===== config.mk =====
export PLATFORM = sky130hd
export DESIGN_NAME = i2c_master_transaction_sequencer_core
export DESIGN_NICKNAME = d
export VERILOG_FILES = /design/src/rtl/core/i2cms_pkg.sv /design/src/rtl/core/i2c_master_transaction_sequencer_core.sv
export SDC_FILE = /design/constraint.sdc
export NUM_CORES = 1
export LEC_CHECK = 0
export ABC_AREA = 1
export BUFFER_PORTS_ARGS = -buffer_cell sky130_fd_sc_hd__buf_2
export CAP_MARGIN = 10
export CORE_MARGIN = 2
export CORE_UTILIZATION = 47
export DETAILED_ROUTE_END_ITERATION = 7
export GPL_ROUTABILITY_DRIVEN = 0
export SLEW_MARGIN = 20
export SYNTH_ARGS = -nofsm -noshare
export SYNTH_HDL_FRONTEND = slang
export SYNTH_SLANG_ARGS = --single-unit

===== constraint.sdc =====
create_clock -name clk_i -period 3.75 [get_ports clk_i]
set_input_delay 0.375 -clock clk_i [delete_from_list [all_inputs] [get_ports clk_i]]
set_output_delay 0.375 -clock clk_i [all_outputs]
set_load 0.01 [all_outputs]

===== src/rtl/core/i2cms_pkg.sv =====
// ----------------------------------------------------------------------------
// i2cms_pkg
// Shared types and codes for the I2C master transaction sequencer: the
// input and result words, the mode, status, action and end-cause codes.
// ----------------------------------------------------------------------------
`default_nettype none

package i2cms_pkg;

  // Data store geometry
  localparam int unsigned BufDepth = 32;
  localparam int unsigned CntW     = 6;   // holds 0..BufDepth
  localparam int unsigned IdxW     = 5;   // addresses 0..BufDepth-1

  // Item modes
  localparam logic [1:0] MODE_POLL  = 2'd0;
  localparam logic [1:0] MODE_EVENT = 2'd1;
  localparam logic [1:0] MODE_LOAD  = 2'd2;

  // Status is compared with its low three bits cleared
  localparam logic [7:0] ST_MASK      = 8'hF8;
  localparam logic [7:0] ST_START     = 8'h08;
  localparam logic [7:0] ST_RSTART    = 8'h10;
  localparam logic [7:0] ST_SLAW_ACK  = 8'h18;
  localparam logic [7:0] ST_SLAW_NACK = 8'h20;
  localparam logic [7:0] ST_TX_ACK    = 8'h28;
  localparam logic [7:0] ST_TX_NACK   = 8'h30;
  localparam logic [7:0] ST_SLAR_ACK  = 8'h40;
  localparam logic [7:0] ST_SLAR_NACK = 8'h48;
  localparam logic [7:0] ST_RX_ACK    = 8'h50;
  localparam logic [7:0] ST_RX_NACK   = 8'h58;

  // Bus actions
  localparam logic [2:0] ACT_NONE  = 3'd0;
  localparam logic [2:0] ACT_START = 3'd1;
  localparam logic [2:0] ACT_STOP  = 3'd2;
  localparam logic [2:0] ACT_SEND  = 3'd3;
  localparam logic [2:0] ACT_RACK  = 3'd4;
  localparam logic [2:0] ACT_RNACK = 3'd5;

  // End causes, reported with advance
  localparam logic [1:0] END_DONE = 2'd0;
  localparam logic [1:0] END_ADDR = 2'd1;
  localparam logic [1:0] END_DATA = 2'd2;
  localparam logic [1:0] END_ODD  = 2'd3;

  typedef struct packed {
    logic [1:0]      mode;
    logic [7:0]      status;
    logic [7:0]      rx_byte;
    logic            pending;
    logic [6:0]      slave_addr;
    logic            read_not_write;
    logic [CntW-1:0] length;
    logic [IdxW-1:0] load_index;
    logic [7:0]      load_byte;
  } in_word_t;

  typedef struct packed {
    logic [2:0]      action;
    logic [7:0]      tx_byte;
    logic            advance;
    logic            busy_res;
    logic            rx_valid;
    logic [IdxW-1:0] rx_index;
    logic [7:0]      captured_byte;
    logic [1:0]      end_cause;
  } out_word_t;

endpackage

`default_nettype wire


===== src/rtl/core/i2c_master_transaction_sequencer_core.sv =====
// ----------------------------------------------------------------------------
// i2c_master_transaction_sequencer_core
// Turns poll, bus status and store load words into the next I2C bus action,
// keeping the busy flag, the byte counter and a 32-byte data store.
// ----------------------------------------------------------------------------
// Each word is first held in the input register; then the decode, counter
// update and data store access run in one combinational pass into the
// result register. A new word is accepted every cycle; the input side
// stalls only while the result register is full and the downstream side
// stalls it. The data store is a flip-flop array without reset, so entries
// read before being loaded or received hold unknown data.
`default_nettype none

module i2c_master_transaction_sequencer_core (
  input  wire logic                 clk_i,
  input  wire logic                 rst_ni,
  input  wire logic                 in_valid_i,
  output logic                      in_stall_o,
  input  wire i2cms_pkg::in_word_t  in_word_i,
  output logic                      out_valid_o,
  input  wire logic                 out_stall_i,
  output i2cms_pkg::out_word_t      out_word_o
);
  import i2cms_pkg::*;

  // Pipeline registers
  logic      in_valid_q;
  in_word_t  in_q;
  logic      out_valid_q;
  out_word_t out_q;
  out_word_t res;

  // Sequencer state
  logic            busy_q, busy_d;
  logic [CntW-1:0] cnt_q, cnt_d;
  logic [7:0]      store_q [BufDepth];

  logic            store_we;
  logic [IdxW-1:0] store_wa;
  logic [7:0]      store_wd;

  logic            out_free;
  logic            fire;

  // Decode helpers
  logic [7:0]      st;
  logic [CntW-1:0] len_sat;
  logic [CntW:0]   cnt_inc;
  logic [CntW-1:0] cnt_rx;
  logic [CntW:0]   cnt_rx_inc;
  logic            cnt_in_range;
  logic            finish;
  logic [1:0]      cause;

  assign out_free   = !out_valid_q || !out_stall_i;
  assign fire       = in_valid_q && out_free;
  assign in_stall_o = in_valid_q && !out_free;

  // Capture the input word
  always_ff @(posedge clk_i or negedge rst_ni) begin
    if (!rst_ni) begin
      in_valid_q <= 1'b0;
    end else if (!in_stall_o) begin
      in_valid_q <= in_valid_i;
    end
  end

  always_ff @(posedge clk_i) begin
    if (in_valid_i && !in_stall_o) begin
      in_q <= in_word_i;
    end
  end

  assign st           = in_q.status & ST_MASK;
  assign len_sat      = (in_q.length > CntW'(BufDepth)) ? CntW'(BufDepth) : in_q.length;
  assign cnt_in_range = cnt_q < CntW'(BufDepth);
  assign cnt_inc      = {1'b0, cnt_q} + (CntW+1)'(1);
  assign cnt_rx       = cnt_in_range ? cnt_inc[CntW-1:0] : cnt_q;
  assign cnt_rx_inc   = {1'b0, cnt_rx} + (CntW+1)'(1);

  // Decode the word against the current state
  always_comb begin
    res           = '0;
    res.action    = ACT_NONE;
    busy_d        = busy_q;
    cnt_d         = cnt_q;
    store_we      = 1'b0;
    store_wa      = in_q.load_index;
    store_wd      = in_q.load_byte;
    finish        = 1'b0;
    cause         = END_DONE;

    unique case (in_q.mode)
      MODE_POLL: begin
        if (!busy_q && in_q.pending) begin
          res.action = ACT_START;
          busy_d     = 1'b1;
        end
      end
      MODE_LOAD: begin
        store_we = 1'b1;
      end
      MODE_EVENT: begin
        unique case (st)
          ST_START, ST_RSTART: begin
            res.action  = ACT_SEND;
            res.tx_byte = {in_q.slave_addr, in_q.read_not_write};
          end
          ST_SLAW_ACK: begin
            res.action  = ACT_SEND;
            res.tx_byte = store_q[0];
            cnt_d       = CntW'(1);
          end
          ST_SLAW_NACK, ST_SLAR_NACK: begin
            finish = 1'b1;
            cause  = END_ADDR;
          end
          ST_TX_ACK: begin
            if (cnt_q >= len_sat) begin
              finish = 1'b1;
            end else begin
              res.action  = ACT_SEND;
              res.tx_byte = store_q[cnt_q[IdxW-1:0]];
              cnt_d       = cnt_inc[CntW-1:0];
            end
          end
          ST_TX_NACK: begin
            finish = 1'b1;
            cause  = (cnt_q == len_sat) ? END_DONE : END_DATA;
          end
          ST_SLAR_ACK: begin
            res.action = (cnt_inc == {1'b0, len_sat}) ? ACT_RNACK : ACT_RACK;
          end
          ST_RX_ACK, ST_RX_NACK: begin
            // Report the byte always; store it only while it fits
            res.rx_index      = cnt_q[IdxW-1:0];
            res.captured_byte = in_q.rx_byte;
            res.rx_valid      = cnt_in_range;
            store_we          = cnt_in_range;
            store_wa          = cnt_q[IdxW-1:0];
            store_wd          = in_q.rx_byte;
            if (st == ST_RX_NACK) begin
              finish = 1'b1;
            end else begin
              cnt_d      = cnt_rx;
              res.action = (cnt_rx_inc == {1'b0, len_sat}) ? ACT_RNACK : ACT_RACK;
            end
          end
          default: begin
            finish = 1'b1;
            cause  = END_ODD;
          end
        endcase
        // Every stop path advances the instruction queue
        if (finish) begin
          res.action    = ACT_STOP;
          res.advance   = 1'b1;
          res.end_cause = cause;
          cnt_d         = '0;
          busy_d        = 1'b0;
        end else begin
          busy_d = 1'b1;
        end
      end
      default: begin
      end
    endcase
    res.busy_res = busy_d;
  end

  // Commit state when the word moves into the result register
  always_ff @(posedge clk_i or negedge rst_ni) begin
    if (!rst_ni) begin
      busy_q <= 1'b0;
      cnt_q  <= '0;
    end else if (fire) begin
      busy_q <= busy_d;
      cnt_q  <= cnt_d;
    end
  end

  always_ff @(posedge clk_i) begin
    if (fire && store_we) begin
      store_q[store_wa] <= store_wd;
    end
  end

  // Hold the result until it is taken
  always_ff @(posedge clk_i or negedge rst_ni) begin
    if (!rst_ni) begin
      out_valid_q <= 1'b0;
    end else if (out_free) begin
      out_valid_q <= in_valid_q;
    end
  end

  always_ff @(posedge clk_i) begin
    if (fire) begin
      out_q <= res;
    end
  end

  assign out_valid_o = out_valid_q;
  assign out_word_o  = out_q;

  // A stop is the only action that advances the queue
  a_adv_stop: assert property (@(posedge clk_i) disable iff (!rst_ni)
    out_valid_o && out_word_o.advance |-> out_word_o.action == ACT_STOP)
    else $error("advance without stop");

  // An end cause is only reported with advance
  a_cause_adv: assert property (@(posedge clk_i) disable iff (!rst_ni)
    out_valid_o && out_word_o.end_cause != END_DONE |-> out_word_o.advance)
    else $error("end cause without advance");

  // Advancing always leaves the bus idle with a cleared counter
  a_adv_idle: assert property (@(posedge clk_i) disable iff (!rst_ni)
    fire && res.advance |=> !busy_q && cnt_q == '0)
    else $error("state not cleared after advance");

  // The byte counter never passes the store depth
  a_cnt_range: assert property (@(posedge clk_i) disable iff (!rst_ni)
    cnt_q <= CntW'(BufDepth))
    else $error("byte counter out of range");

  // A word blocked behind a full result register stays in the input stage
  a_hold: assert property (@(posedge clk_i) disable iff (!rst_ni)
    in_valid_q && out_valid_q && out_stall_i |=> in_valid_q)
    else $error("input word lost under stall");

endmodule

`default_nettype wire


==> results_dict.tcl <==
set metrics [dict create \
    max-slew-margin-rel_pct 36.2 \
    path_class "reg -> reg" \
    htree_num_levels 2 \
    endpoint_kind "flip-flop" \
    rsz0062_at_grt "no" \
    worstPathMaxFanout 14 \
    clk_latency_ns 0.51 \
    crit_buf_inv 2 \
    powerDensity_nw_per_um2 565 \
    final_cell_mix "nand2_1 (346), edfxtp_1 (328), nand3_1 (145)" \
    ys_ff_latch 337 \
    power_frac_comb_pct 17.3 \
    die_w_um 179 \
    ys_types 35 \
    grt_pass1_vias 9232 \
    final_cell_area_um2 16500 \
    power_leakage_nw 6.21 \
    synth_compound_area_share_pct 6.77 \
    setup_tns_ns 0 \
    cp_common_cell "nor2_1" \
    clk_pin_slew_worst_paths_ns 0.06 \
    setup_viol 0 \
    nets 1422 \
    p_int_mw 6.72 \
    dpl.hpwl_um 21700 \
    start_kind "flip-flop" \
    num_vias 9579 \
    cpMaxStageDelayCell "nor2_1" \
    io_pins 81 \
    ys.flop_type "edfxtp_1" \
    dr.pass1.iters 5 \
    min_period_ns 3.04 \
    port_buffers 77 \
    post-cts-setup-buffers 0 \
    max_freq_ghz 0.329 \
    track_usage_pct 22.1 \
    synthCells 1255 \
    num_antenna_cells 0 \
    p_sw_mw 2.59 \
    finClkSkew_ns 0.0161 \
    switching_share_pct 27.8 \
    synth_area_um2 14300 \
    grt_max_degree 132 \
    pwr-share-seq_pct 46.4 \
    core_area_um2 29800 \
    pwr-share-clk_pct 36.4 \
    numCtsBuffers 36 \
    clock_sinks 337 \
    dp_cells 1711 \
    cts_root_buffer "clkbuf_16" \
    clock_path_buffers 3 \
    drive_gt1_share_pct 16.5 \
    finalCritPeriodShare_pct 81.2 \
    drt_iter0_markers 875 \
    die_h_um 179 \
    wire_per_inst_um 19.4 \
    synth_warnings 0 \
    drt-total-wl_um 34500 \
    synthTopCellsByArea "edfxtp_1 (69%), nand2_1 (9.1%), nand3_1 (5.1%), a21oi_1 (3.1%), nor2_1 (1.8%)" \
    max_stage_delay_ns 0.60 \
    status "finished clean" \
    yosys.area_share.simple_pct 17.8 \
    synth_top_cell_area_share_pct 68.7 \
    syn2layout_area_growth_pct 15.1 \
    grt_overflow_total 0 \
    path_delay_family "simple AND/OR/NAND/NOR gates" \
    crit_arrival_ns 3.18 \
    layoutNonFillerInstCount 1776 \
    synth_edf_count 328 \
    hold_viol_final 0 \
    yosys.area.top_type "edfxtp_1" \
    synth_top_family_by_area "simple AND/OR/NAND/NOR gates" \
    rows 63 \
    grt_pass1_wl_um 52600 \
    worst_pin_slew_ns 0.957 \
    ir_worst_vdd_v 0.000320 \
    hp-class "in -> reg" \
    die_area_um2 31900 \
    synth_xor_area_share_pct 0.183 \
    critical_path_required_ns 3.89 \
    synthMuxAreaShare_pct 0 \
    syn_area_per_cell_um2 11.4 \
    max_cap_viol_count 0 \
    antenna_found_initial 0 \
    synth_fa_ha_area_share_pct 1.05 \
    crit_chain "ha_1 -> inv_1 -> nor2_2 -> inv_2 -> nor2_1 -> a21oi_1 -> nand3_2 -> nor2_1" \
    drc_errors 0 \
    place_area_um2 15400 \
    yosysSeqAreaShare_pct 70.3 \
    start_util_pct 48.1 \
    whs_ns 0.0381 \
    drv_slew 0 \
    async_reset_ff_share_pct 2.67 \
    final_common_cell "nand2_1" \
    via_per_inst 5.39 \
    ant_nets 0 \
    syn-num-nets 1317 \
    nFillCells 2542 \
    cts_tree "done" \
]
[final cells by class]
cell class | count | area [um^2] | area share, %
sequential | 337 | 10100 | 61.1
clock inverter | 18 | 160 | 0.971
clock buffer | 46 | 960 | 5.82
inverter | 74 | 280 | 1.70
tap | 390 | 488 | 2.96
multi-input combinational | 783 | 3730 | 22.6
timing repair buffer | 128 | 796 | 4.82
[sequential cells by signal (all words and copies together), names as in the netlist]
signal       cells
out_word_o      29
busy_q           1
store_q        256
in_q            43
out_valid_o      1
cnt_q            6
in_valid_q       1
[metrics by stage]
| stage | worst slack (ns) | util, % | power, mW |
|---|---|---|---|
| 2_1_floorplan | 0.432 | - | 5.45 |
| 3_3_place_gp | 0.819 | 51.6 | 5.97 |
| 3_5_place_dp | 0.739 | 51.6 | 6.00 |
| 4_1_cts | 0.671 | 55.4 | 9.38 |
| 5_1_grt | 0.484 | 55.4 | 9.70 |
| 6_report | 0.706 | 55.4 | 9.31 |
[cell usage after synthesis (3+ instances only)]
cell      count
a21oi_1      88
a21oi_2       3
a21oi_4       3
a22oi_1      23
a31oi_1       3
buf_1        10
buf_2        30
clkbuf_1     18
dfrtp_1       9
edfxtp_1    328
ha_1         12
inv_1        60
inv_2        13
nand2_1     346
nand2_2       3
nand3_1     145
nand3_2       6
nand4_1       7
nor2_1       67
nor2_2        9
nor3_1       11
o21ai_0      25
o21ai_1      15
o22ai_1       5
[metal layers]
metal  up-vias  part of all wire [%]  GRT usage [%]
li1       4616                     -              -
met2       293                    47           35.0
met1      4591                    44           31.6
met5         -                     0              0
met4         0                   3.2           7.45
met3        79                   5.9           3.03
[kinds of logic (layout without fill, tap and decap cells)]
logic type / after synthesis / in the layout
AOI/OAI and AO/OA: 169 / 169
xor gates and xnor gates: 3 / 3
adders and majority gates: 12 / 12
buffers and inverters: 135 / 266
DFF: 337 / 337
and+or+nand+nor: 599 / 599
[power by group through the flow]
| stage | combinational [mW] | clock (mW) | sequential [mW] |
|---|---|---|---|
| 2_1_floorplan | 1.06 | 0 | 4.39 |
| 3_3_place_gp | 1.58 | 0 | 4.39 |
| 3_5_place_dp | 1.60 | 0 | 4.39 |
| 4_1_cts | 1.61 | 3.45 | 4.32 |
| 5_1_grt | 1.78 | 3.59 | 4.32 |
| 6_report | 1.61 | 3.39 | 4.32 |
[worst paths after layout]
| path | startpoint | end | slack (ns) | depth (start not counted) |
|---|---|---|---|---|
| setup / recovery | in_q[44] | store_q[9][6] | 0.71 | 8 |
| hold / removal | in_word_i[39] | in_q[39] | 0.04 | 1 |
| setup reg to reg | in_q[44] | store_q[9][6] | 0.71 | 8 |
| hold reg to reg | in_valid_q | out_valid_o | 0.47 | 2 |
| max in group asynchronous | rst_ni | cnt_q[0] | 3.27 | 2 |
| min in group asynchronous | rst_ni | cnt_q[1] | 0.26 | 2 |
[what timing repair did]
item,CTS,global route
hold buffers,1,0
endpoints found under the setup margin,0,0
gates resized for setup,0,0
hold endpoints to repair,9,0
(Power assumes the default switching activity.)
